==> src/rtl/core/multiport_round_robin_burst_mux_unit_assert.svh <==
// Assertion macros used by the back end of the round-robin burst mux.
`ifndef MULTIPORT_ROUND_ROBIN_BURST_MUX_UNIT_ASSERT_SVH
`define MULTIPORT_ROUND_ROBIN_BURST_MUX_UNIT_ASSERT_SVH

// Checks a condition at every rising clock edge outside reset.
`define MRBM_ASSERT_ALWAYS(lbl, expr, msg) \
	lbl: assert property (@(posedge clk) disable iff (!arst_n) (expr)) \
		else $error(msg);

// Checks that a consequent holds in the same cycle as its antecedent.
`define MRBM_ASSERT_IMPL(lbl, ante, cons, msg) \
	lbl: assert property (@(posedge clk) disable iff (!arst_n) (ante) |-> (cons)) \
		else $error(msg);

`endif

==> src/rtl/core/mrbm_pkg.sv <==
// Shared types, widths and codes of the round-robin burst mux.
package mrbm_pkg;

	localparam int REQ_TYPE_W = 2;
	localparam int MST_ID_W   = 3;
	localparam int PORT_ID_W  = 1;
	localparam int LEN_W      = 8;

	localparam int DEF_NUM_MASTERS = 8;
	localparam int DEF_NUM_PORTS   = 2;
	localparam int QUEUE_DEPTH     = 2;

	localparam logic [REQ_TYPE_W-1:0] REQ_MASTER = 2'd0;
	localparam logic [REQ_TYPE_W-1:0] REQ_ARB    = 2'd1;
	localparam logic [REQ_TYPE_W-1:0] REQ_BEAT   = 2'd2;

	localparam logic RES_GRANT = 1'b0;
	localparam logic RES_BEAT  = 1'b1;

	typedef enum logic [1:0] {
		CMD_REQ,
		CMD_ARB,
		CMD_BEAT
	} cmd_kind_t;

	typedef enum logic [1:0] {
		ST_IDLE,
		ST_ARB,
		ST_FLUSH
	} back_state_t;

	typedef struct packed {
		cmd_kind_t             kind;
		logic [MST_ID_W-1:0]   master_id;
		logic                  is_write;
		logic [LEN_W-1:0]      burst_len;
		logic [PORT_ID_W-1:0]  port_id;
	} cmd_t;

endpackage

==> src/rtl/core/mrbm_cmd_if.sv <==
// Request channel carrying one input item per handshake.
interface mrbm_cmd_if;
	logic                                valid;
	logic                                ready;
	logic [mrbm_pkg::REQ_TYPE_W-1:0]     req_type;
	logic [mrbm_pkg::MST_ID_W-1:0]       master_id;
	logic                                is_write;
	logic [mrbm_pkg::LEN_W-1:0]          burst_len;
	logic [mrbm_pkg::PORT_ID_W-1:0]      port_id;

	modport source (
		output valid, req_type, master_id, is_write, burst_len, port_id,
		input  ready
	);
	modport sink (
		input  valid, req_type, master_id, is_write, burst_len, port_id,
		output ready
	);
endinterface

==> src/rtl/core/mrbm_rsp_if.sv <==
// Result channel carrying one grant or beat acknowledge per handshake.
interface mrbm_rsp_if;
	logic                                valid;
	logic                                ready;
	logic                                result_kind;
	logic [mrbm_pkg::PORT_ID_W-1:0]      port_out;
	logic [mrbm_pkg::MST_ID_W-1:0]       master_out;
	logic                                write_out;
	logic [mrbm_pkg::LEN_W-1:0]          beat_count;
	logic                                burst_done;
	logic                                last_result;

	modport source (
		output valid, result_kind, port_out, master_out, write_out, beat_count,
		       burst_done, last_result,
		input  ready
	);
	modport sink (
		input  valid, result_kind, port_out, master_out, write_out, beat_count,
		       burst_done, last_result,
		output ready
	);
endinterface

==> src/rtl/core/mrbm_front.sv <==
// Front end: accepts requests, decodes and filters them, and queues commands.
module mrbm_front #(
	parameter int NUM_MASTERS = mrbm_pkg::DEF_NUM_MASTERS,
	parameter int NUM_PORTS   = mrbm_pkg::DEF_NUM_PORTS
) (
	input  logic              clk,
	input  logic              arst_n,
	mrbm_cmd_if.sink          cmd,
	output logic              q_valid,
	output mrbm_pkg::cmd_t    q_cmd,
	input  logic              q_pop
);

	localparam int Depth = mrbm_pkg::QUEUE_DEPTH;
	localparam int PtrW  = (Depth > 1) ? $clog2(Depth) : 1;
	localparam int CntW  = $clog2(Depth + 1);

	mrbm_pkg::cmd_t  entry_q [Depth];
	mrbm_pkg::cmd_t  dec;
	logic [PtrW-1:0] wr_ptr_q;
	logic [PtrW-1:0] rd_ptr_q;
	logic [CntW-1:0] count_q;
	logic            keep;
	logic            push;

	// Unknown request types and out-of-range ids are consumed here.
	always_comb begin
		keep          = 1'b1;
		dec.kind      = mrbm_pkg::CMD_REQ;
		dec.master_id = cmd.master_id;
		dec.is_write  = cmd.is_write;
		dec.burst_len = cmd.burst_len;
		dec.port_id   = cmd.port_id;
		unique case (cmd.req_type)
			mrbm_pkg::REQ_MASTER: begin
				dec.kind = mrbm_pkg::CMD_REQ;
				keep     = int'(cmd.master_id) < NUM_MASTERS;
			end
			mrbm_pkg::REQ_ARB: begin
				dec.kind = mrbm_pkg::CMD_ARB;
			end
			mrbm_pkg::REQ_BEAT: begin
				dec.kind = mrbm_pkg::CMD_BEAT;
				keep     = int'(cmd.port_id) < NUM_PORTS;
			end
			default: begin
				keep = 1'b0;
			end
		endcase
	end

	assign cmd.ready = (count_q != CntW'(Depth));
	assign push      = cmd.valid && cmd.ready && keep;
	assign q_valid   = (count_q != '0);
	assign q_cmd     = entry_q[rd_ptr_q];

	always_ff @(posedge clk or negedge arst_n) begin
		if (!arst_n) begin
			wr_ptr_q <= '0;
			rd_ptr_q <= '0;
			count_q  <= '0;
		end else begin
			if (push) begin
				wr_ptr_q <= (wr_ptr_q == PtrW'(Depth - 1)) ? '0 : wr_ptr_q + PtrW'(1);
			end
			if (q_pop) begin
				rd_ptr_q <= (rd_ptr_q == PtrW'(Depth - 1)) ? '0 : rd_ptr_q + PtrW'(1);
			end
			if (push && !q_pop) begin
				count_q <= count_q + CntW'(1);
			end else if (!push && q_pop) begin
				count_q <= count_q - CntW'(1);
			end
		end
	end

	always_ff @(posedge clk) begin
		if (push) begin
			entry_q[wr_ptr_q] <= dec;
		end
	end

endmodule

==> src/rtl/core/mrbm_back.sv <==
// Back end: request table, per-port round-robin arbitration, beats and results.
module mrbm_back #(
	parameter int NUM_MASTERS = mrbm_pkg::DEF_NUM_MASTERS,
	parameter int NUM_PORTS   = mrbm_pkg::DEF_NUM_PORTS
) (
	input  logic              clk,
	input  logic              arst_n,
	input  logic              cfg_we,
	input  logic              cfg_data,
	input  logic              q_valid,
	input  mrbm_pkg::cmd_t    q_cmd,
	output logic              q_pop,
	mrbm_rsp_if.source        rsp
);

	`include "multiport_round_robin_burst_mux_unit_assert.svh"

	localparam int MW    = $clog2(NUM_MASTERS);
	localparam int PW    = (NUM_PORTS > 1) ? $clog2(NUM_PORTS) : 1;
	localparam int LW    = mrbm_pkg::LEN_W;
	localparam int Half  = NUM_MASTERS / 2;

	mrbm_pkg::back_state_t state_q, state_d;

	logic                   static_q;
	logic [NUM_MASTERS-1:0] pending_q;
	logic [NUM_MASTERS-1:0] granted_q;
	logic [NUM_MASTERS-1:0] req_write_q;
	logic [LW-1:0]          req_beats_q [NUM_MASTERS];
	logic [NUM_PORTS-1:0]   port_busy_q;
	logic [NUM_PORTS-1:0]   port_write_q;
	logic [MW-1:0]          port_owner_q [NUM_PORTS];
	logic [LW-1:0]          port_len_q [NUM_PORTS];
	logic [LW-1:0]          beats_done_q [NUM_PORTS];
	logic [MW-1:0]          rr_ptr_q [NUM_PORTS];
	logic [PW-1:0]          port_q;

	logic                   hold_v_q;
	logic                   hold_kind_q;
	logic [PW-1:0]          hold_port_q;
	logic [MW-1:0]          hold_mst_q;
	logic                   hold_wr_q;
	logic [LW-1:0]          hold_cnt_q;
	logic                   hold_done_q;

	logic                   out_v_q;
	logic                   out_kind_q;
	logic [PW-1:0]          out_port_q;
	logic [MW-1:0]          out_mst_q;
	logic                   out_wr_q;
	logic [LW-1:0]          out_cnt_q;
	logic                   out_done_q;
	logic                   out_last_q;

	logic [MW-1:0]          cmd_mst;
	logic [PW-1:0]          cmd_port;
	logic [NUM_MASTERS-1:0] map_hit;
	logic [NUM_MASTERS-1:0] elig;
	logic [NUM_MASTERS-1:0] hi_mask;
	logic [NUM_MASTERS-1:0] elig_hi;
	logic [MW-1:0]          ptr;
	logic [MW-1:0]          pick;
	logic [MW-1:0]          next_ptr;
	logic                   found;
	logic [LW-1:0]          sel_len;
	logic                   sel_wr;
	logic                   port_free;
	logic                   b_busy;
	logic [MW-1:0]          b_owner;
	logic [LW:0]            b_cnt;
	logic                   b_fin;
	logic                   out_free;
	logic                   grant_cand;

	logic                   do_req;
	logic                   do_grant;
	logic                   do_beat;
	logic                   arb_start;
	logic                   arb_adv;
	logic                   hold_to_out;
	logic                   out_last;

	function automatic logic [MW-1:0] lowest(input logic [NUM_MASTERS-1:0] v);
		logic [MW-1:0] idx;
		idx = '0;
		for (int i = NUM_MASTERS - 1; i >= 0; i--) begin
			if (v[i]) begin
				idx = MW'(i);
			end
		end
		return idx;
	endfunction

	assign cmd_mst  = MW'(q_cmd.master_id);
	assign cmd_port = PW'(q_cmd.port_id);

	// Static mode folds the upper half of the masters onto the lower half.
	for (genvar g = 0; g < NUM_MASTERS; g++) begin : g_map
		localparam int Norm    = (g >= Half) ? g - Half : g;
		localparam int MapPort = Norm % NUM_PORTS;
		assign map_hit[g] = (port_q == PW'(MapPort));
	end

	assign ptr  = rr_ptr_q[port_q];
	assign elig = pending_q & ~granted_q & (static_q ? map_hit : {NUM_MASTERS{1'b1}});

	always_comb begin
		for (int i = 0; i < NUM_MASTERS; i++) begin
			hi_mask[i] = (i >= int'(ptr));
		end
	end

	// Round robin: first eligible master at or after the pointer, else wrap.
	assign elig_hi   = elig & hi_mask;
	assign pick      = (|elig_hi) ? lowest(elig_hi) : lowest(elig);
	assign found     = |elig;
	assign next_ptr  = (pick == MW'(NUM_MASTERS - 1)) ? '0 : pick + MW'(1);
	assign sel_len   = req_beats_q[pick];
	assign sel_wr    = req_write_q[pick];
	assign port_free = !port_busy_q[port_q];
	assign grant_cand = port_free && found;

	assign b_busy  = port_busy_q[cmd_port];
	assign b_owner = port_owner_q[cmd_port];
	assign b_cnt   = {1'b0, beats_done_q[cmd_port]} + (LW + 1)'(1);
	assign b_fin   = b_cnt >= {1'b0, port_len_q[cmd_port]};

	assign out_free = !out_v_q || rsp.ready;

	always_comb begin
		state_d     = state_q;
		q_pop       = 1'b0;
		do_req      = 1'b0;
		do_grant    = 1'b0;
		do_beat     = 1'b0;
		arb_start   = 1'b0;
		arb_adv     = 1'b0;
		hold_to_out = 1'b0;
		out_last    = 1'b0;
		unique case (state_q)
			mrbm_pkg::ST_IDLE: begin
				if (q_valid) begin
					q_pop = 1'b1;
					unique case (q_cmd.kind)
						mrbm_pkg::CMD_REQ: begin
							do_req = !pending_q[cmd_mst];
						end
						mrbm_pkg::CMD_ARB: begin
							arb_start = 1'b1;
							state_d   = mrbm_pkg::ST_ARB;
						end
						mrbm_pkg::CMD_BEAT: begin
							if (b_busy) begin
								do_beat = 1'b1;
								state_d = mrbm_pkg::ST_FLUSH;
							end
						end
						default: begin
						end
					endcase
				end
			end
			mrbm_pkg::ST_ARB: begin
				// A grant waits only when the previous one cannot move on.
				if (!(grant_cand && hold_v_q && !out_free)) begin
					arb_adv = 1'b1;
					if (grant_cand) begin
						do_grant    = 1'b1;
						hold_to_out = hold_v_q;
					end
					if (port_q == PW'(NUM_PORTS - 1)) begin
						state_d = mrbm_pkg::ST_FLUSH;
					end
				end
			end
			mrbm_pkg::ST_FLUSH: begin
				if (!hold_v_q) begin
					state_d = mrbm_pkg::ST_IDLE;
				end else if (out_free) begin
					hold_to_out = 1'b1;
					out_last    = 1'b1;
					state_d     = mrbm_pkg::ST_IDLE;
				end
			end
			default: begin
				state_d = mrbm_pkg::ST_IDLE;
			end
		endcase
	end

	always_ff @(posedge clk or negedge arst_n) begin
		if (!arst_n) begin
			state_q <= mrbm_pkg::ST_IDLE;
		end else begin
			state_q <= state_d;
		end
	end

	always_ff @(posedge clk or negedge arst_n) begin
		if (!arst_n) begin
			static_q    <= 1'b0;
			pending_q   <= '0;
			granted_q   <= '0;
			port_busy_q <= '0;
			port_q      <= '0;
			hold_v_q    <= 1'b0;
			out_v_q     <= 1'b0;
			for (int p = 0; p < NUM_PORTS; p++) begin
				rr_ptr_q[p] <= '0;
			end
		end else begin
			if (cfg_we) begin
				static_q <= cfg_data;
			end
			if (arb_start) begin
				port_q <= '0;
			end else if (arb_adv && port_q != PW'(NUM_PORTS - 1)) begin
				port_q <= port_q + PW'(1);
			end
			if (do_req) begin
				pending_q[cmd_mst] <= 1'b1;
				granted_q[cmd_mst] <= 1'b0;
			end
			if (do_grant) begin
				rr_ptr_q[port_q] <= next_ptr;
				if (sel_len == '0) begin
					pending_q[pick] <= 1'b0;
					granted_q[pick] <= 1'b0;
				end else begin
					granted_q[pick]     <= 1'b1;
					port_busy_q[port_q] <= 1'b1;
				end
			end
			if (do_beat && b_fin) begin
				port_busy_q[cmd_port] <= 1'b0;
				pending_q[b_owner]    <= 1'b0;
				granted_q[b_owner]    <= 1'b0;
			end
			if (do_grant || do_beat) begin
				hold_v_q <= 1'b1;
			end else if (hold_to_out) begin
				hold_v_q <= 1'b0;
			end
			if (hold_to_out) begin
				out_v_q <= 1'b1;
			end else if (rsp.ready) begin
				out_v_q <= 1'b0;
			end
		end
	end

	always_ff @(posedge clk) begin
		if (do_req) begin
			req_write_q[cmd_mst] <= q_cmd.is_write;
			req_beats_q[cmd_mst] <= q_cmd.burst_len;
		end
		if (do_grant) begin
			port_owner_q[port_q] <= pick;
			port_len_q[port_q]   <= sel_len;
			port_write_q[port_q] <= sel_wr;
			beats_done_q[port_q] <= '0;
			hold_kind_q          <= mrbm_pkg::RES_GRANT;
			hold_port_q          <= port_q;
			hold_mst_q           <= pick;
			hold_wr_q            <= sel_wr;
			hold_cnt_q           <= sel_len;
			hold_done_q          <= (sel_len == '0);
		end
		if (do_beat) begin
			beats_done_q[cmd_port] <= b_cnt[LW-1:0];
			hold_kind_q            <= mrbm_pkg::RES_BEAT;
			hold_port_q            <= cmd_port;
			hold_mst_q             <= b_owner;
			hold_wr_q              <= port_write_q[cmd_port];
			hold_cnt_q             <= b_cnt[LW-1:0];
			hold_done_q            <= b_fin;
		end
		if (hold_to_out) begin
			out_kind_q <= hold_kind_q;
			out_port_q <= hold_port_q;
			out_mst_q  <= hold_mst_q;
			out_wr_q   <= hold_wr_q;
			out_cnt_q  <= hold_cnt_q;
			out_done_q <= hold_done_q;
			out_last_q <= out_last;
		end
	end

	assign rsp.valid       = out_v_q;
	assign rsp.result_kind = out_kind_q;
	assign rsp.port_out    = mrbm_pkg::PORT_ID_W'(out_port_q);
	assign rsp.master_out  = mrbm_pkg::MST_ID_W'(out_mst_q);
	assign rsp.write_out   = out_wr_q;
	assign rsp.beat_count  = out_cnt_q;
	assign rsp.burst_done  = out_done_q;
	assign rsp.last_result = out_last_q;

	`MRBM_ASSERT_ALWAYS(a_granted_is_pending, (granted_q & ~pending_q) == '0, "granted master has no pending request")
	`MRBM_ASSERT_ALWAYS(a_busy_matches_granted, $countones(port_busy_q) == $countones(granted_q), "busy ports and granted masters disagree")
	`MRBM_ASSERT_IMPL(a_idle_hold_empty, state_q == mrbm_pkg::ST_IDLE, !hold_v_q, "result left behind when the sequencer went idle")

endmodule

==> src/rtl/core/multiport_round_robin_burst_mux_unit.sv <==
// A queued command is registered in the front-end queue before the back end can pop it.
// A request item is applied when the back end pops it; a beat result passes through the hold and output registers.
// An arbitrate item holds the back end for a pop, one arbitration step per port, and a flush.
// Sustained rate: one command per back-end pass; a stalled result port stretches the pass.
// A two-entry queue lets new requests arrive while earlier commands are still at work.
// Reset: arst_n clears all requests, ports and pointers at once and selects dynamic mode.
module multiport_round_robin_burst_mux_unit #(
	parameter int NUM_MASTERS = mrbm_pkg::DEF_NUM_MASTERS,
	parameter int NUM_PORTS   = mrbm_pkg::DEF_NUM_PORTS
) (
	input  logic        clk,
	input  logic        arst_n,
	input  logic        cfg_we,
	input  logic        cfg_data,
	mrbm_cmd_if.sink    cmd,
	mrbm_rsp_if.source  rsp
);

	logic           q_valid;
	logic           q_pop;
	mrbm_pkg::cmd_t q_cmd;

	mrbm_front #(
		.NUM_MASTERS (NUM_MASTERS),
		.NUM_PORTS   (NUM_PORTS)
	) u_front (
		.clk     (clk),
		.arst_n  (arst_n),
		.cmd     (cmd),
		.q_valid (q_valid),
		.q_cmd   (q_cmd),
		.q_pop   (q_pop)
	);

	mrbm_back #(
		.NUM_MASTERS (NUM_MASTERS),
		.NUM_PORTS   (NUM_PORTS)
	) u_back (
		.clk      (clk),
		.arst_n   (arst_n),
		.cfg_we   (cfg_we),
		.cfg_data (cfg_data),
		.q_valid  (q_valid),
		.q_cmd    (q_cmd),
		.q_pop    (q_pop),
		.rsp      (rsp)
	);

endmodule

==> src/flat_wrapper.sv <==
// flat-port wrapper written by rule: the top's interface ports become plain ports
module multiport_round_robin_burst_mux_unit_flat 
#(
	parameter int NUM_MASTERS = mrbm_pkg::DEF_NUM_MASTERS,
	parameter int NUM_PORTS   = mrbm_pkg::DEF_NUM_PORTS
)
  (clk, arst_n, cfg_we, cfg_data, cmd_valid, cmd_req_type, cmd_master_id, cmd_is_write, cmd_burst_len, cmd_port_id, cmd_ready, rsp_valid, rsp_result_kind, rsp_port_out, rsp_master_out, rsp_write_out, rsp_beat_count, rsp_burst_done, rsp_last_result, rsp_ready);
  mrbm_cmd_if cmd_i ();
  mrbm_rsp_if rsp_i ();
  input  logic clk;
  input  logic arst_n;
  input  logic cfg_we;
  input  logic cfg_data;
  input wire logic [$bits(cmd_i.valid)-1:0] cmd_valid;
  input wire logic [$bits(cmd_i.req_type)-1:0] cmd_req_type;
  input wire logic [$bits(cmd_i.master_id)-1:0] cmd_master_id;
  input wire logic [$bits(cmd_i.is_write)-1:0] cmd_is_write;
  input wire logic [$bits(cmd_i.burst_len)-1:0] cmd_burst_len;
  input wire logic [$bits(cmd_i.port_id)-1:0] cmd_port_id;
  output wire logic [$bits(cmd_i.ready)-1:0] cmd_ready;
  output wire logic [$bits(rsp_i.valid)-1:0] rsp_valid;
  output wire logic [$bits(rsp_i.result_kind)-1:0] rsp_result_kind;
  output wire logic [$bits(rsp_i.port_out)-1:0] rsp_port_out;
  output wire logic [$bits(rsp_i.master_out)-1:0] rsp_master_out;
  output wire logic [$bits(rsp_i.write_out)-1:0] rsp_write_out;
  output wire logic [$bits(rsp_i.beat_count)-1:0] rsp_beat_count;
  output wire logic [$bits(rsp_i.burst_done)-1:0] rsp_burst_done;
  output wire logic [$bits(rsp_i.last_result)-1:0] rsp_last_result;
  input wire logic [$bits(rsp_i.ready)-1:0] rsp_ready;
  assign cmd_i.valid = cmd_valid;
  assign cmd_i.req_type = cmd_req_type;
  assign cmd_i.master_id = cmd_master_id;
  assign cmd_i.is_write = cmd_is_write;
  assign cmd_i.burst_len = cmd_burst_len;
  assign cmd_i.port_id = cmd_port_id;
  assign cmd_ready = cmd_i.ready;
  assign rsp_valid = rsp_i.valid;
  assign rsp_result_kind = rsp_i.result_kind;
  assign rsp_port_out = rsp_i.port_out;
  assign rsp_master_out = rsp_i.master_out;
  assign rsp_write_out = rsp_i.write_out;
  assign rsp_beat_count = rsp_i.beat_count;
  assign rsp_burst_done = rsp_i.burst_done;
  assign rsp_last_result = rsp_i.last_result;
  assign rsp_i.ready = rsp_ready;
  multiport_round_robin_burst_mux_unit #(.NUM_MASTERS(NUM_MASTERS), .NUM_PORTS(NUM_PORTS)) u_core (.clk(clk), .arst_n(arst_n), .cfg_we(cfg_we), .cfg_data(cfg_data), .cmd(cmd_i), .rsp(rsp_i));
endmodule
==> config.mk <==
export PLATFORM = sky130hd
export DESIGN_NAME = multiport_round_robin_burst_mux_unit_flat
export DESIGN_NICKNAME = d
export VERILOG_FILES = /design/src/rtl/core/mrbm_pkg.sv /design/src/rtl/core/mrbm_cmd_if.sv /design/src/rtl/core/mrbm_rsp_if.sv /design/src/rtl/core/mrbm_front.sv /design/src/rtl/core/mrbm_back.sv /design/src/rtl/core/multiport_round_robin_burst_mux_unit.sv /design/src/flat_wrapper.sv
export VERILOG_INCLUDE_DIRS = /design/src /design/src/rtl/core
export SDC_FILE = /design/constraint.sdc
export NUM_CORES = 1
export LEC_CHECK = 0
export BUFFER_PORTS_ARGS = -buffer_cell sky130_fd_sc_hd__buf_2
export CAP_MARGIN = 10
export CELL_PAD_IN_SITES_DETAIL_PLACEMENT = 0
export CELL_PAD_IN_SITES_GLOBAL_PLACEMENT = 1
export CORE_AREA = 5 5 137 165
export DETAILED_ROUTE_END_ITERATION = 10
export DIE_AREA = 0 0 142 170
export GPL_ROUTABILITY_DRIVEN = 0
export PLACE_DENSITY = 0.8
export SKIP_CTS_REPAIR_TIMING = 1
export SYNTH_ARGS = -nofsm -noshare
export SYNTH_HDL_FRONTEND = slang
export SYNTH_SLANG_ARGS = --single-unit
==> constraint.sdc <==
create_clock -name clk -period 5.9 [get_ports clk]
set_input_delay 0.885 -clock clk [delete_from_list [all_inputs] [get_ports clk]]
set_output_delay 0.885 -clock clk [all_outputs]
set_load 0.01 [all_outputs]
Yosys cells after proc, flatten, opt, wreduce, memory -nomap -nowiden
Memories as Yosys holds them, arrays and structs flattened.
Index checks and enable logic that the tools add are counted.
{"block": "classes", "div": 0, "order_cmp": 20, "mux": 121, "bitwise": 19, "reduce_logical": 38, "n_eq_ne": 14, "add_sub_neg": 7, "multipliers": 0, "n_shift": 0}
{"cell": "8-bit 2-to-1 mux", "count": 12}
{"cell": "3-bit 2-to-1 mux", "count": 24}
{"cell": "8-bit bitwise AND", "count": 8}
{"cell": "1-bit 2-to-1 mux", "count": 59}
{"cell": "8-bit NOT", "count": 4}
{"cell": "8-bit OR reduction", "count": 3}
{"cell": "2-bit 2-to-1 mux", "count": 11}
{"cell": "8-bit OR", "count": 2}
{"cell": "1-bit logical AND", "count": 15}
{"cell": "3-bit by 4-bit less-than comparator with 1-bit output (second input constant)", "count": 3}
{"cell": "2-bit nonzero test", "count": 6}
{"cell": "8-bit by 1-bit adder with 9-bit output (second input constant)", "count": 1}
{"cell": "1-bit demux with 3-bit select", "count": 3}
{"cell": "3-bit by 1-bit >= comparator with 1-bit output (second input constant)", "count": 3}
{"cell": "3-bit >= comparator (first input constant)", "count": 3}
{"cell": "9-bit by 8-bit >= comparator with 1-bit output", "count": 1}
{"cell": "8-bit bitwise mux", "count": 1}
{"cell": "8-bit logical NOT", "count": 1}
{"cell": "2-bit case mux with 2 select lines", "count": 2}
{"cell": "1-bit binary-select mux with 3-bit select", "count": 2}
{"cell": "6-bit bitwise mux", "count": 1}
{"cell": "2-bit by 1-bit equality test with 1-bit output (second input constant)", "count": 3}
{"cell": "2-bit equality test (second input constant)", "count": 3}
{"cell": "1-bit by 3-bit >= comparator with 1-bit output (first input constant)", "count": 2}
{"cell": "29 further kinds", "count": 46}
{"block": "totals", "input_bits": 21, "romBits": 0, "wordCells": 252, "output_inout_bits": 18, "latchBits": 0, "mem_bits_rw": 132, "n_memories": 5, "register_bits": 75}
{"name": "u_core.u_back.req_beats_q", "words": 8, "word_bits": 8, "read_ports": 1, "rd_clocked_by_memory_dff": 0, "wr": 1, "line": "mrbm_back.sv:29", "source": "logic [LW-1:0] req_beats_q [NUM_MASTERS];"}
{"name": "u_core.u_front.entry_q", "words": 2, "word_bits": 15, "read_ports": 1, "rd_clocked_by_memory_dff": 0, "wr": 1, "line": "mrbm_front.sv:18", "source": "mrbm_pkg::cmd_t entry_q [Depth];"}
{"name": "u_core.u_back.beats_done_q", "words": 2, "word_bits": 8, "read_ports": 1, "rd_clocked_by_memory_dff": 0, "wr": 1, "line": "mrbm_back.sv:34", "source": "logic [LW-1:0] beats_done_q [NUM_PORTS];"}
{"name": "u_core.u_back.port_len_q", "words": 2, "word_bits": 8, "read_ports": 1, "rd_clocked_by_memory_dff": 0, "wr": 1, "line": "mrbm_back.sv:33", "source": "logic [LW-1:0] port_len_q [NUM_PORTS];"}
{"name": "u_core.u_back.port_owner_q", "words": 2, "word_bits": 3, "read_ports": 1, "rd_clocked_by_memory_dff": 0, "wr": 1, "line": "mrbm_back.sv:32", "source": "logic [MW-1:0] port_owner_q [NUM_PORTS];"}

Longest topological paths before layout
Gate-level depths: netlist (run 1).
{"block": "depth", "depth_word": 25, "depth_mapped": 18, "depth_no_buf": 15}

Cells and area by module
From an unflattened synthesis (run 1), not the netlist that was laid out.
{"block": "hier_totals", "cells_unflattened": 671, "hier_area_um2": 9237.6}
{"module": "mrbm_back", "cells_each": 602, "seq_area_each_um2": 5034.8, "area_each_um2": 7882.6, "instances": 1}
{"module": "mrbm_front", "cells_each": 69, "seq_area_each_um2": 1001.0, "area_each_um2": 1355.0, "instances": 1}

Worst setup path after synthesis (run 1)
No wires, ideal clock.
{"block": "synth_path", "kind": "register -> register", "from": "register u_core.u_front.rd_ptr_q", "to": "register u_core.u_back.granted_q[4]", "period_less_slack_ns": 4.340, "path_slack_ns": 1.560, "path_stages_with_launch": 18, "n_path_buf": 4, "setup_time_ns": 0.110, "t_required_ns": 5.790, "t_arrival_ns": 4.230, "path_cell_list": "dfrtp_1 > clkbuf_1 > mux2_2 > clkbuf_1 > buf_1 > buf_1 > mux2i_1 > ha_1 > nor2b_1 > o21a_1 > o21a_1 > o21a_1 > o21a_1 > o21a_1 > o21ai_1 > a211oi_1 > or3b_2 > o41ai_1"}
{"block": "synth_between", "elab_chain_len": 13, "word_cells_on_any_way": 41, "cone_classes": "add/sub (1); order compare (5); eq/ne (1); mux (19); bitwise (6); reduce/logical (5); memory (4)"}
{"element": "start: declaration", "line": "mrbm_front.sv:21", "source": "logic [PtrW-1:0] rd_ptr_q;"}
{"element": "start signal: assignment", "line": "mrbm_front.sv:67", "source": "rd_ptr_q <= (rd_ptr_q == PtrW'(Depth - 1)) ? '0 : rd_ptr_q + PtrW'(1);"}
{"element": "memory 2 x 15 bit (*)"}
{"element": "branches (longest 11 deep; another with 8-bit by 1-bit adder with 9-bit output)"}
{"element": "8-bit 2-to-1 mux (*)", "line": "mrbm_back.sv:234", "source": "if (do_beat && b_fin) begin"}
{"element": "end signal: indexed assignment", "line": "mrbm_back.sv:228", "source": "granted_q[pick] <= 1'b0;"}
{"element": "end signal: indexed assignment", "line": "mrbm_back.sv:230", "source": "granted_q[pick] <= 1'b1;"}
{"element": "end signal: indexed assignment", "line": "mrbm_back.sv:237", "source": "granted_q[b_owner] <= 1'b0;"}
{"element": "end: declaration", "line": "mrbm_back.sv:27", "source": "logic [NUM_MASTERS-1:0] granted_q;"}
Every way passes the cells marked *. The select of a mux whose other input is x is not followed.
A chain may end at the register's enable or synchronous reset.

Worst setup path after layout (run 1)
{"block": "layout_path", "from": "register u_core.u_back.port_q", "to": "register u_core.u_back.granted_q[5]"}
{"block": "layout_between", "word_cells_on_any_way": 57, "cone_classes": "order compare (9); mux (31); bitwise (8); reduce/logical (8); memory (1)"}
{"element": "start: declaration", "line": "mrbm_back.sv:36", "source": "logic [PW-1:0] port_q;"}
{"element": "start signal: assignment", "line": "mrbm_back.sv:218", "source": "port_q <= port_q + PW'(1);"}
{"element": "1-bit NOT with 2-bit output (not written as such)", "line": "mrbm_back.sv:104", "source": "assign ptr = rr_ptr_q[port_q];"}
{"element": "3-bit 2-to-1 mux (not written as such) (3 in series)", "line": "mrbm_back.sv:104"}
{"element": "3-bit >= comparator", "line": "mrbm_back.sv:109", "source": "hi_mask[i] = (i >= int'(ptr));"}
{"element": "8-bit bitwise AND", "line": "mrbm_back.sv:114", "source": "assign elig_hi = elig & hi_mask;"}
{"element": "3-bit 2-to-1 mux (7 in series)", "line": "mrbm_back.sv:87", "source": "if (v[i]) begin"}
{"element": "3-bit 2-to-1 mux (*)", "line": "mrbm_back.sv:115", "source": "assign pick = (|elig_hi) ? lowest(elig_hi) : lowest(elig);"}
{"element": "memory 8 x 8 bit (*)"}
{"element": "named net u_core.u_back.sel_len[3]", "line": "mrbm_back.sv:65", "source": "logic [LW-1:0] sel_len;"}
{"element": "8-bit logical NOT (*)", "line": "mrbm_back.sv:226", "source": "if (sel_len == '0) begin"}
{"element": "8-bit 2-to-1 mux (*)", "line": "mrbm_back.sv:226"}
{"element": "8-bit 2-to-1 mux (*)", "line": "mrbm_back.sv:224", "source": "if (do_grant) begin"}
{"element": "8-bit bitwise AND (no source line)"}
{"element": "8-bit 2-to-1 mux (*)", "line": "mrbm_back.sv:234"}
The timed path passes the listed nets; every way through them passes the cells marked *. The select of a mux whose other input is x is not followed.

==> results.py, run 1 <==
metrics = {
    "critical_path": {
        "worst_r2r_endpoint": "u_core.u_back.granted_q[5]",
        "path_depth": 12,
        "path_cells": "or3_1, a21boi_1, nor3_1, and3_1, a32o_2, buf_4, mux2i_1, o22a_1, o221ai_1, nor4_4, buf_4, a221oi_1",
        "r2r_start": "u_core.u_back.port_q",
        "most_repeated_library_cell_on_the_critical_path": "sky130_fd_sc_hd__buf_4",
        "regToRegSetupSlack_ns": 1.11,
        "worst_path_buf_inv": 2,
        "worst_ep_arrival_time_ns": 5.11,
        "endpoint": "u_core.u_back.granted_q[5]",
        "worstSetupEndpointType": "flip-flop",
        "crit_path_top_delay_cell": "sky130_fd_sc_hd__dfrtp_1",
        "critical_path.max_fanout": 28,
        "worst_path_largest_cell_delay_ns": 0.82,
        "cp-start-kind": "flip-flop",
        "worst-r2r-cell-count": 12,
        "timing.setup.critical_path_class": "reg -> reg",
        "critical-path-top-delay-family": "simple AND/OR/NAND/NOR gates",
        "crit_path_start": "u_core.u_back.port_q",
        "cp_data_required_time_ns": 6.22,
    },
    "timing": {
        "number_of_max_slew_violations_in_the_final_report": 0,
        "tightestPinTransition_ns": 1.25,
        "hold_viol": 0,
        "post-route-period-util": 0.812,
        "timing.slew.headroom": 0.165,
        "number_of_failing_setup_endpoints_in_the_final_timing_report": 0,
        "rsz0062_at_grt": "false",
        "final.min_clock_period_ns": 4.79,
        "timing.hold.ws_ns": 0.418,
        "fmax_mhz": 209,
        "totalNegativeSetupSlack_ns": 0,
        "clock_skew_ns": 0.0124,
    },
    "clock_tree": {
        "clk-insertion-delay-late_ns": 0.50,
        "buffer_levels_on_the_longest_clock_path": 3,
        "cts-buffers-inserted": 21,
        "cts.clk_slew.worst_paths_ns": 0.06,
        "numClockSinks": 207,
        "clock_tree.htree_level_count": 1,
        "tritoncts": "yes",
        "root_buffer_master": "sky130_fd_sc_hd__clkbuf_16",
    },
    "logic_synthesis": {
        "yosys-top-cells-count": "172 x sky130_fd_sc_hd__edfxtp_1, 47 x sky130_fd_sc_hd__nand2_1, 46 x sky130_fd_sc_hd__nor2_1",
        "synth_top_area_cell": "sky130_fd_sc_hd__edfxtp_1",
        "synth-seq-cells": 207,
        "netlist_instances": 708,
        "netlist_top_cells_area": "sky130_fd_sc_hd__edfxtp_1 55%, sky130_fd_sc_hd__dfrtp_1 9.0%, sky130_fd_sc_hd__mux2i_1 4.0%, sky130_fd_sc_hd__mux2_2 2.9%, sky130_fd_sc_hd__nand3_1 2.3%",
        "post-synth-top-count-cell": "sky130_fd_sc_hd__edfxtp_1",
        "postSynthNetCount": 744,
        "asyncSetResetFlopFracSynth": 0.164,
        "yosysTopAreaCellShare": 0.547,
        "post_synth_edffs": 172,
        "syn_area_per_cell_sq_um": 13.3,
        "synth_warnings": 0,
        "yosys.cell_types.count": 70,
        "synth.cell_area_sq_um": 9430,
        "synth_seq_area_share": 0.640,
        "synth_flop_cell": "sky130_fd_sc_hd__edfxtp_1",
    },
    "floorplan": {
        "floorplan.rows": 58,
        "die_h_microns": 170,
        "core_sq_um": 20800,
        "floorplan.die.width_microns": 142,
        "die_area_sq_um": 24100,
        "starting_density_of_the_core": 0.455,
        "io_pins": 39,
    },
    "place": {
        "place.detailed.hpwl_microns": 14800,
        "port-buffer-count": 38,
    },
    "power": {
        "cell_internal_pwr_uw": 3980,
        "power.share.switching": 0.385,
        "power.share.sequential": 0.352,
        "power.net_switching_uw": 2490,
        "ir_drop_v": 0.000349,
        "power_frac_clock": 0.203,
        "power_density_nw_per_um2": 612,
        "total_leakage_power_uw": 0.00385,
        "part_of_the_power_in_combinational_logic": 0.445,
    },
    "route": {
        "drc": 0,
        "route.detailed.vias_per_inst": 5.76,
        "route.antenna.remaining_nets": 0,
        "initialDrtViolationCount": 393,
        "route.vias.total": 5982,
        "drtPass1Iterations": 6,
        "route.final.wire_length_microns": 20700,
        "wire_per_inst_microns": 19.9,
    },
    "global_routing": {
        "globalRoute.totalOverflow": 0,
        "groute.usage.overall": 0.171,
        "grt_first_pass_wirelength_microns": 32800,
        "grt_antenna_before_repair": 0,
        "pin_count_of_the_biggest_net_entering_global_routing": 35,
        "via_count_of_the_first_global_routing_pass": 6076,
    },
    "final_layout": {
        "ff_latch_area_sq_um": 6040,
        "area_growth_pct": 12.2,
        "final_core_util": 0.510,
        "antenna_cells_inserted": 0,
        "nets": 790,
        "multi_input_area_sq_um": 3170,
        "fraction_of_layout_cells_with_a_size_suffix_above_1": 0.168,
        "layout.filler_cells": 1788,
    },
    "status": {
        "status": "finished, final reports clean",
    },
    "hold_path": {
        "min-delay-path-class": "reg -> reg",
        "hold_depth": 0,
    },
    "flow_run": {
        "cap_violations": 0,
    },
}
-- metrics by stage --
step	cells	setup WS [ns]	area, sq um	power [uW]
floorplan	708	1.56	9430	4430
global placement	1001	1.28	9900	5080
detailed placement	1001	1.17	9900	5170
CTS	1039	1.14	10600	6510
global route	1039	0.734	10600	6860
finish	1039	1.11	10600	6480
-- metal layers --
layer / wire length (microns) / share of wire / up-vias / GRT usage
li1: - / - / 2801 / -
met1: 8680 / 0.42 / 2955 / 0.219
met2: 10200 / 0.49 / 176 / 0.296
met3: 1140 / 0.055 / 50 / 0.0284
met4: 623 / 0.030 / 0 / 0.0576
met5: 0 / 0 / - / 0
-- worst min-delay path by stage --
| stage | startpoint | endpoint | slack (ns) |
|---|---|---|---|
| after global routing | u_core.u_back.hold_cnt_q[7] | u_core.u_back.rsp.beat_count[7] | 0.43 |
| after floorplan | u_core.u_back.hold_cnt_q[0] | u_core.u_back.rsp.beat_count[0] | 0.40 |
| after detailed placement | u_core.u_back.hold_cnt_q[7] | u_core.u_back.rsp.beat_count[7] | 0.40 |
| final | u_core.u_back.hold_cnt_q[7] | u_core.u_back.rsp.beat_count[7] | 0.42 |
| after global placement | u_core.u_back.hold_port_q | u_core.u_back.rsp.port_out | 0.40 |
| after CTS | u_core.u_back.hold_cnt_q[7] | u_core.u_back.rsp.beat_count[7] | 0.42 |
-- power by group through the flow --
stage               registers [uW]  logic, uW  clock network, uW
floorplan                     2240       2180                  0
global placement              2290       2790                  0
detailed placement            2310       2870                  0
CTS                           2280       2880               1350
global route                  2300       3160               1400
finish                        2280       2880               1320
-- state kept, by name, indices dropped and copies added (netlist names), 2 cells and up --
| signal | flops |
|---|---|
| u_core.u_back.beats_done_q | 16 |
| u_core.u_back.granted_q | 8 |
| u_core.u_back.hold_cnt_q | 8 |
| u_core.u_back.hold_mst_q | 3 |
| u_core.u_back.pending_q | 8 |
| u_core.u_back.port_busy_q | 2 |
| u_core.u_back.port_len_q | 16 |
| u_core.u_back.port_owner_q | 6 |
| u_core.u_back.port_write_q | 2 |
| u_core.u_back.req_beats_q | 64 |
| u_core.u_back.req_write_q | 8 |
| u_core.u_back.rr_ptr_q | 6 |
| u_core.u_back.rsp.beat_count | 8 |
| u_core.u_back.rsp.master_out | 3 |
| u_core.u_back.state_q | 2 |
| u_core.u_front.count_q | 2 |
| u_core.u_front.entry_q | 30 |
-- layout make-up --
type,count,share of cell area
clock buffer,27,0.0527
clock inverter,11,0.0117
inverter,20,0.00709
multi-input combinational,453,0.299
sequential,207,0.570
tap,270,0.0319
timing repair buffer,51,0.0272
-- cell families after synthesis --
kind of cell | count (synthesis) | synth area share
simple gates | 217 | 0.118
mux | 63 | 0.0706
flops | 207 | 0.640
compound gates | 147 | 0.117
fa+ha+maj | 15 | 0.0199
xor+xnor | 11 | 0.0102
buf+inv | 48 | 0.0245
-- layout by cell type, fill, tap and decap left out, types with 19 or more instances in the layout --
| master | n |
|---|---|
| sky130_fd_sc_hd__mux2_2 | 24 |
| sky130_fd_sc_hd__nor2_1 | 46 |
| sky130_fd_sc_hd__buf_2 | 38 |
| sky130_fd_sc_hd__mux2i_1 | 38 |
| sky130_fd_sc_hd__o21ai_0 | 19 |
| sky130_fd_sc_hd__edfxtp_1 | 172 |
| sky130_fd_sc_hd__nand2_1 | 47 |
| sky130_fd_sc_hd__dfrtp_1 | 34 |
| sky130_fd_sc_hd__clkbuf_16 | 21 |
| sky130_fd_sc_hd__nand3_1 | 43 |
| sky130_fd_sc_hd__inv_1 | 20 |
Note: power is estimated with default switching activity, not from simulation.
==> inputs of run 2 (changes only) <==
--- a/config.mk
+++ b/config.mk
@@ -14,7 +14,7 @@
 export DETAILED_ROUTE_END_ITERATION = 10
 export DIE_AREA = 0 0 142 170
 export GPL_ROUTABILITY_DRIVEN = 0
-export PLACE_DENSITY = 0.8
+export PLACE_DENSITY = 0.83
 export SKIP_CTS_REPAIR_TIMING = 1
 export SYNTH_ARGS = -nofsm -noshare
 export SYNTH_HDL_FRONTEND = slang
==> constraint.sdc (replaced) <==
create_clock -name clk -period 4.15 [get_ports clk]
set_input_delay 0.6225 -clock clk [delete_from_list [all_inputs] [get_ports clk]]
set_output_delay 0.6225 -clock clk [all_outputs]
set_load 0.01 [all_outputs]
==> results.py, run 2 (synthesized netlist as in run 1, its figures left out) <==
metrics = {
    "timing": {
        "rsz0062_at_grt": "false",
        "post-route-period-util": 0.937,
        "totalNegativeSetupSlack_ns": 0,
        "number_of_max_slew_violations_in_the_final_report": 0,
        "final.min_clock_period_ns": 3.89,
        "fin_ws_ns": 0.262,
        "timing.slew.headroom": 0.456,
        "hold_viol": 0,
        "fmax_mhz": 257,
        "clock_skew_ns": 0.00916,
        "number_of_failing_setup_endpoints_in_the_final_timing_report": 0,
        "tightestPinTransition_ns": 0.816,
    },
    "critical_path": {
        "worst_ep_arrival_time_ns": 4.23,
        "worstSetupEndpointType": "flip-flop",
        "worst_path_largest_cell_delay_ns": 0.55,
        "crit_path_top_delay_cell": "sky130_fd_sc_hd__or4_4",
        "cp-start-kind": "flip-flop",
        "critical-path-top-delay-family": "simple AND/OR/NAND/NOR gates",
        "cp_data_required_time_ns": 4.49,
        "critical_path.max_fanout": 19,
        "worst_path_buf_inv": 2,
        "timing.setup.critical_path_class": "reg -> reg",
        "path_cells": "nand2b_1, a2111oi_1, nor3_1, buf_4, and2_1, and2_1, a221oi_1, o221ai_1, or4_4, nor4_4, buf_12, a221oi_1",
    },
    "final_layout": {
        "stdcell_area_sq_um": 10800,
        "area_growth_pct": 14.5,
        "largest_register_ffs": 64,
        "layout_common_cells": "172 x sky130_fd_sc_hd__edfxtp_1, 47 x sky130_fd_sc_hd__nand2_1, 46 x sky130_fd_sc_hd__nor2_1, 43 x sky130_fd_sc_hd__nand3_1",
        "layout.filler_cells": 1797,
        "largestRegisters": "u_core.u_back.req_beats_q x64, u_core.u_front.entry_q x30",
        "nets": 814,
        "final_core_util": 0.521,
        "final_common_cell": "sky130_fd_sc_hd__edfxtp_1",
        "antenna_cells_inserted": 0,
        "fraction_of_layout_cells_with_a_size_suffix_above_1": 0.194,
        "regMostFlops": "u_core.u_back.req_beats_q",
    },
    "global_routing": {
        "via_count_of_the_first_global_routing_pass": 6281,
        "groute.usage.overall": 0.177,
        "grt_antenna_before_repair": 0,
        "globalRoute.totalOverflow": 0,
        "grt_first_pass_wirelength_microns": 34000,
        "pin_count_of_the_biggest_net_entering_global_routing": 35,
    },
    "floorplan": {
        "die_area_sq_um": 24100,
        "io_pins": 39,
        "starting_density_of_the_core": 0.455,
        "core_sq_um": 20800,
        "die_h_microns": 170,
        "floorplan.die.width_microns": 142,
        "floorplan.rows": 58,
    },
    "place": {
        "place.detailed.hpwl_microns": 15200,
        "port-buffer-count": 38,
        "post_dp_cell_area_sq_um": 10100,
        "place_worst_setup_slack_ns": 0.171,
    },
    "route": {
        "drc": 0,
        "route.vias.total": 6159,
        "drtPass1Iterations": 5,
        "route.final.wire_length_microns": 21300,
        "wire_per_inst_microns": 20.0,
        "route.antenna.remaining_nets": 0,
        "route.detailed.vias_per_inst": 5.79,
        "initialDrtViolationCount": 619,
    },
    "clock_tree": {
        "buffer_levels_on_the_longest_clock_path": 3,
        "tritoncts": "yes",
        "numClockSinks": 207,
        "clock_tree.htree_level_count": 1,
        "root_buffer_master": "sky130_fd_sc_hd__clkbuf_16",
        "cts.clk_slew.worst_paths_ns": 0.06,
        "cts-buffers-inserted": 22,
        "clk-insertion-delay-late_ns": 0.50,
    },
    "power": {
        "power_density_nw_per_um2": 889,
        "ir_drop_v": 0.000447,
        "total_leakage_power_uw": 0.00398,
        "fin_total_pwr_uw": 9600,
    },
    "status": {
        "status": "finished, final reports clean",
    },
    "flow_run": {
        "cap_violations": 0,
    },
    "hold_path": {
        "min-delay-path-class": "in -> async",
    },
}
run 2: cell count changes in the layout (fill, tap and decap cells not counted), moves of 2 or more:
| cell | before | now |
|---|---|---|
| sky130_fd_sc_hd__clkbuf_1 | 5 | 3 |
| sky130_fd_sc_hd__buf_4 | 13 | 35 |
| sky130_fd_sc_hd__clkinv_1 | 0 | 3 |
| sky130_fd_sc_hd__clkbuf_16 | 21 | 23 |
| sky130_fd_sc_hd__inv_6 | 2 | 4 |
run 2: area by class of cell:
class	instances	area, sq um	area share
inverter	20	75.1	0.00695
multi-input combinational	453	3180	0.294
tap	270	338	0.0313
clock inverter	14	118	0.0109
sequential	207	6040	0.559
timing repair buffer	74	473	0.0438
clock buffer	26	587	0.0543
run 2: final timing paths:
check	start	end	slack, ns	cells after the start
worst min register to register	u_core.u_back.hold_cnt_q[2]	u_core.u_back.rsp.beat_count[2]	0.42	0
max in group asynchronous	arst_n	u_core.u_back.port_q	3.39	1
worst max register to register	u_core.u_back.port_q	u_core.u_back.granted_q[1]	0.26	12
worst max-delay path	u_core.u_back.port_q	u_core.u_back.granted_q[1]	0.26	12
worst min-delay path	arst_n	u_core.u_front.wr_ptr_q	0.21	1
min in group clk	cmd_burst_len[6]	u_core.u_front.entry_q[1][7]	0.31	1
run 2: per-layer routing:
metal  vias up  global-route usage  wire (microns)
li1       2859                   -               -
met1      3030               0.231            8770
met2       224               0.301           10500
met3        46              0.0267            1380
met4         0              0.0634             654
met5         -                   0               0
run 2: per-stage QoR:
stage,cells,hold WS [ns]
global placement,1024,0.404
global route,1064,0.270
finish,1064,0.209
floorplan,708,0.327
detailed placement,1024,0.405
CTS,1064,0.230
run 2: where the power goes:
group / switching, uW / internal (uW) / total, uW / leakage [uW]
Combinational: 2690 / 1790 / 4470 / 0.00169
Sequential: 237 / 3000 / 3240 / 0.00195
Clock: 805 / 1090 / 1890 / 0.000336
Total: 3730 / 5880 / 9600 / 0.00398
run 2: worst reg2reg max path, stage by stage (launching register included):
cell and delay (ns):
sky130_fd_sc_hd__dfrtp_2 0.51, sky130_fd_sc_hd__nand2b_1 0.14, sky130_fd_sc_hd__a2111oi_1 0.53, sky130_fd_sc_hd__nor3_1 0.13, sky130_fd_sc_hd__buf_4 0.18, sky130_fd_sc_hd__and2_1 0.31, sky130_fd_sc_hd__and2_1 0.34, sky130_fd_sc_hd__a221oi_1 0.33
sky130_fd_sc_hd__o221ai_1 0.19, sky130_fd_sc_hd__or4_4 0.55, sky130_fd_sc_hd__nor4_4 0.22, sky130_fd_sc_hd__buf_12 0.20, sky130_fd_sc_hd__a221oi_1 0.11
==> inputs of run 3 (changes only) <==
--- a/config.mk
+++ b/config.mk
@@ -6,13 +6,13 @@
 export SDC_FILE = /design/constraint.sdc
 export NUM_CORES = 1
 export LEC_CHECK = 0
-export BUFFER_PORTS_ARGS = -buffer_cell sky130_fd_sc_hd__buf_2
+export BUFFER_PORTS_ARGS = -buffer_cell sky130_fd_sc_hd__clkbuf_2
 export CAP_MARGIN = 10
 export CELL_PAD_IN_SITES_DETAIL_PLACEMENT = 0
 export CELL_PAD_IN_SITES_GLOBAL_PLACEMENT = 1
-export CORE_AREA = 5 5 137 165
+export CORE_AREA = 2 2 134 162
 export DETAILED_ROUTE_END_ITERATION = 10
-export DIE_AREA = 0 0 142 170
+export DIE_AREA = 0 0 136 164
 export GPL_ROUTABILITY_DRIVEN = 0
 export PLACE_DENSITY = 0.83
 export SKIP_CTS_REPAIR_TIMING = 1
==> results.py, run 3 (synthesized netlist as in run 1, its figures left out) <==
metrics = {
    "route": {
        "route.antenna.remaining_nets": 0,
        "route.vias.total": 6158,
        "drtPass1Iterations": 5,
        "wire_per_inst_microns": 19.7,
        "route.detailed.vias_per_inst": 5.78,
        "drc": 0,
        "initialDrtViolationCount": 411,
        "route.final.wire_length_microns": 21000,
    },
    "final_layout": {
        "antenna_cells_inserted": 0,
        "regMostFlops": "u_core.u_back.req_beats_q",
        "ff_latch_area_sq_um": 6040,
        "layout.filler_cells": 1760,
        "finalNonFillerCells": 1065,
        "largestRegisters": "u_core.u_back.req_beats_q x64, u_core.u_front.entry_q x30",
        "final_core_util": 0.526,
        "multi_input_area_sq_um": 3200,
        "nets": 815,
        "final_common_cell": "sky130_fd_sc_hd__edfxtp_1",
        "area_growth_pct": 15.7,
        "largest_register_ffs": 64,
        "fraction_of_layout_cells_with_a_size_suffix_above_1": 0.199,
        "layout_common_cells": "172 x sky130_fd_sc_hd__edfxtp_1, 47 x sky130_fd_sc_hd__nand2_1, 46 x sky130_fd_sc_hd__nor2_1, 43 x sky130_fd_sc_hd__nand3_1",
    },
    "timing": {
        "number_of_max_slew_violations_in_the_final_report": 0,
        "timing.slew.headroom": 0.380,
        "timing.hold.ws_ns": 0.247,
        "clock_skew_ns": 0.0269,
        "final.min_clock_period_ns": 3.92,
        "rsz0062_at_grt": "false",
        "post-route-period-util": 0.946,
        "number_of_failing_setup_endpoints_in_the_final_timing_report": 0,
        "hold_viol": 0,
        "totalNegativeSetupSlack_ns": 0,
        "tightestPinTransition_ns": 0.930,
        "fmax_mhz": 255,
    },
    "critical_path": {
        "critical_path.max_fanout": 19,
        "worst_ep_arrival_time_ns": 4.28,
        "worstSetupEndpointType": "flip-flop",
        "cp-start-kind": "flip-flop",
        "r2r_start": "u_core.u_back.rr_ptr_q[2]",
        "timing.setup.critical_path_class": "reg -> reg",
        "worst_r2r_endpoint": "u_core.u_back.hold_done_q",
        "cp_data_required_time_ns": 4.50,
        "regToRegSetupSlack_ns": 0.23,
        "worst-r2r-cell-count": 12,
    },
    "clock_tree": {
        "root_buffer_master": "sky130_fd_sc_hd__clkbuf_16",
        "cts.clk_slew.worst_paths_ns": 0.06,
        "clk-insertion-delay-late_ns": 0.51,
        "numClockSinks": 207,
        "cts-buffers-inserted": 22,
        "clock_tree.htree_level_count": 1,
        "buffer_levels_on_the_longest_clock_path": 3,
        "tritoncts": "yes",
    },
    "place": {
        "place.detailed.hpwl_microns": 15100,
        "dp.cells": 1025,
        "port-buffer-count": 38,
    },
    "global_routing": {
        "groute.usage.overall": 0.193,
        "via_count_of_the_first_global_routing_pass": 6275,
        "pin_count_of_the_biggest_net_entering_global_routing": 35,
        "globalRoute.totalOverflow": 0,
        "grt_antenna_before_repair": 0,
        "grt_first_pass_wirelength_microns": 33400,
    },
    "floorplan": {
        "floorplan.rows": 58,
        "die_area_sq_um": 22300,
        "core_sq_um": 20800,
        "io_pins": 39,
        "starting_density_of_the_core": 0.455,
        "die_h_microns": 164,
        "floorplan.die.width_microns": 136,
    },
    "status": {
        "status": "finished, final reports clean",
    },
    "hold_path": {
        "min-delay-path-class": "in -> async",
    },
    "power": {
        "ir_drop_v": 0.000449,
        "fin_total_pwr_uw": 9810,
        "total_leakage_power_uw": 0.00402,
        "power_density_nw_per_um2": 899,
    },
    "flow_run": {
        "cap_violations": 0,
    },
}
[run 3: cell types whose count changed in the layout (fill, tap and decap cells not counted), moves of 4 or more]
cell | before | now
sky130_fd_sc_hd__clkbuf_2 | 0 | 38
sky130_fd_sc_hd__buf_2 | 38 | 0
sky130_fd_sc_hd__bufinv_16 | 1 | 5
sky130_fd_sc_hd__inv_6 | 4 | 0
[run 3: through the flow]
step / area, sq um / worst slack (ns)
2_1_floorplan: 9440 / 0.127
3_3_place_gp: 10100 / 0.342
3_5_place_dp: 10100 / 0.210
4_1_cts: 10900 / 0.154
5_1_grt: 10900 / 0.0111
6_report: 10900 / 0.226
[run 3: per-layer routing]
layer | GRT usage | share of wire | vias up
li1 | - | - | 2850
met1 | 0.254 | 0.42 | 3043
met2 | 0.329 | 0.49 | 216
met3 | 0.0253 | 0.057 | 49
met4 | 0.0701 | 0.032 | 0
met5 | 0 | 0 | -
[run 3: critical path, cell delays in order (launching register included)]
cell and delay (ns):
sky130_fd_sc_hd__dfrtp_1 0.45, sky130_fd_sc_hd__nand2b_1 0.21, sky130_fd_sc_hd__a2111oi_1 0.48, sky130_fd_sc_hd__nor3_1 0.13, sky130_fd_sc_hd__buf_4 0.18, sky130_fd_sc_hd__and2_1 0.31, sky130_fd_sc_hd__and2_1 0.33, sky130_fd_sc_hd__a221oi_1 0.33
sky130_fd_sc_hd__o221ai_1 0.23, sky130_fd_sc_hd__or4_4 0.57, sky130_fd_sc_hd__nor4_4 0.21, sky130_fd_sc_hd__buf_12 0.20, sky130_fd_sc_hd__a21o_1 0.15
[run 3: power breakdown]
group / leakage [uW] / switching (uW) / total, uW / internal [uW]
registers: 0.00195 / 235 / 3230 / 3000
logic: 0.00171 / 2680 / 4490 / 1810
clock network: 0.000368 / 796 / 2090 / 1290
[run 3: layout make-up]
cell class / count / area share
clock inverter: 15 / 0.0204
inverter: 20 / 0.00688
sequential: 207 / 0.553
clock buffer: 25 / 0.0515
timing repair buffer: 75 / 0.0440
multi-input combinational: 453 / 0.293
tap: 270 / 0.0310
[run 3: worst max-delay path by stage]
stage                                    from                    endpoint  slack, ns  cells after the start
finish              u_core.u_back.rr_ptr_q[2]   u_core.u_back.hold_done_q       0.23                     12
global route        u_core.u_back.rr_ptr_q[2]   u_core.u_back.hold_done_q       0.01                     12
CTS                      u_core.u_back.port_q   u_core.u_back.hold_done_q       0.15                     13
detailed placement       u_core.u_back.port_q   u_core.u_back.hold_done_q       0.21                     13
global placement         u_core.u_back.port_q   u_core.u_back.hold_done_q       0.34                     12
floorplan             u_core.u_front.rd_ptr_q  u_core.u_back.granted_q[4]       0.13                     17
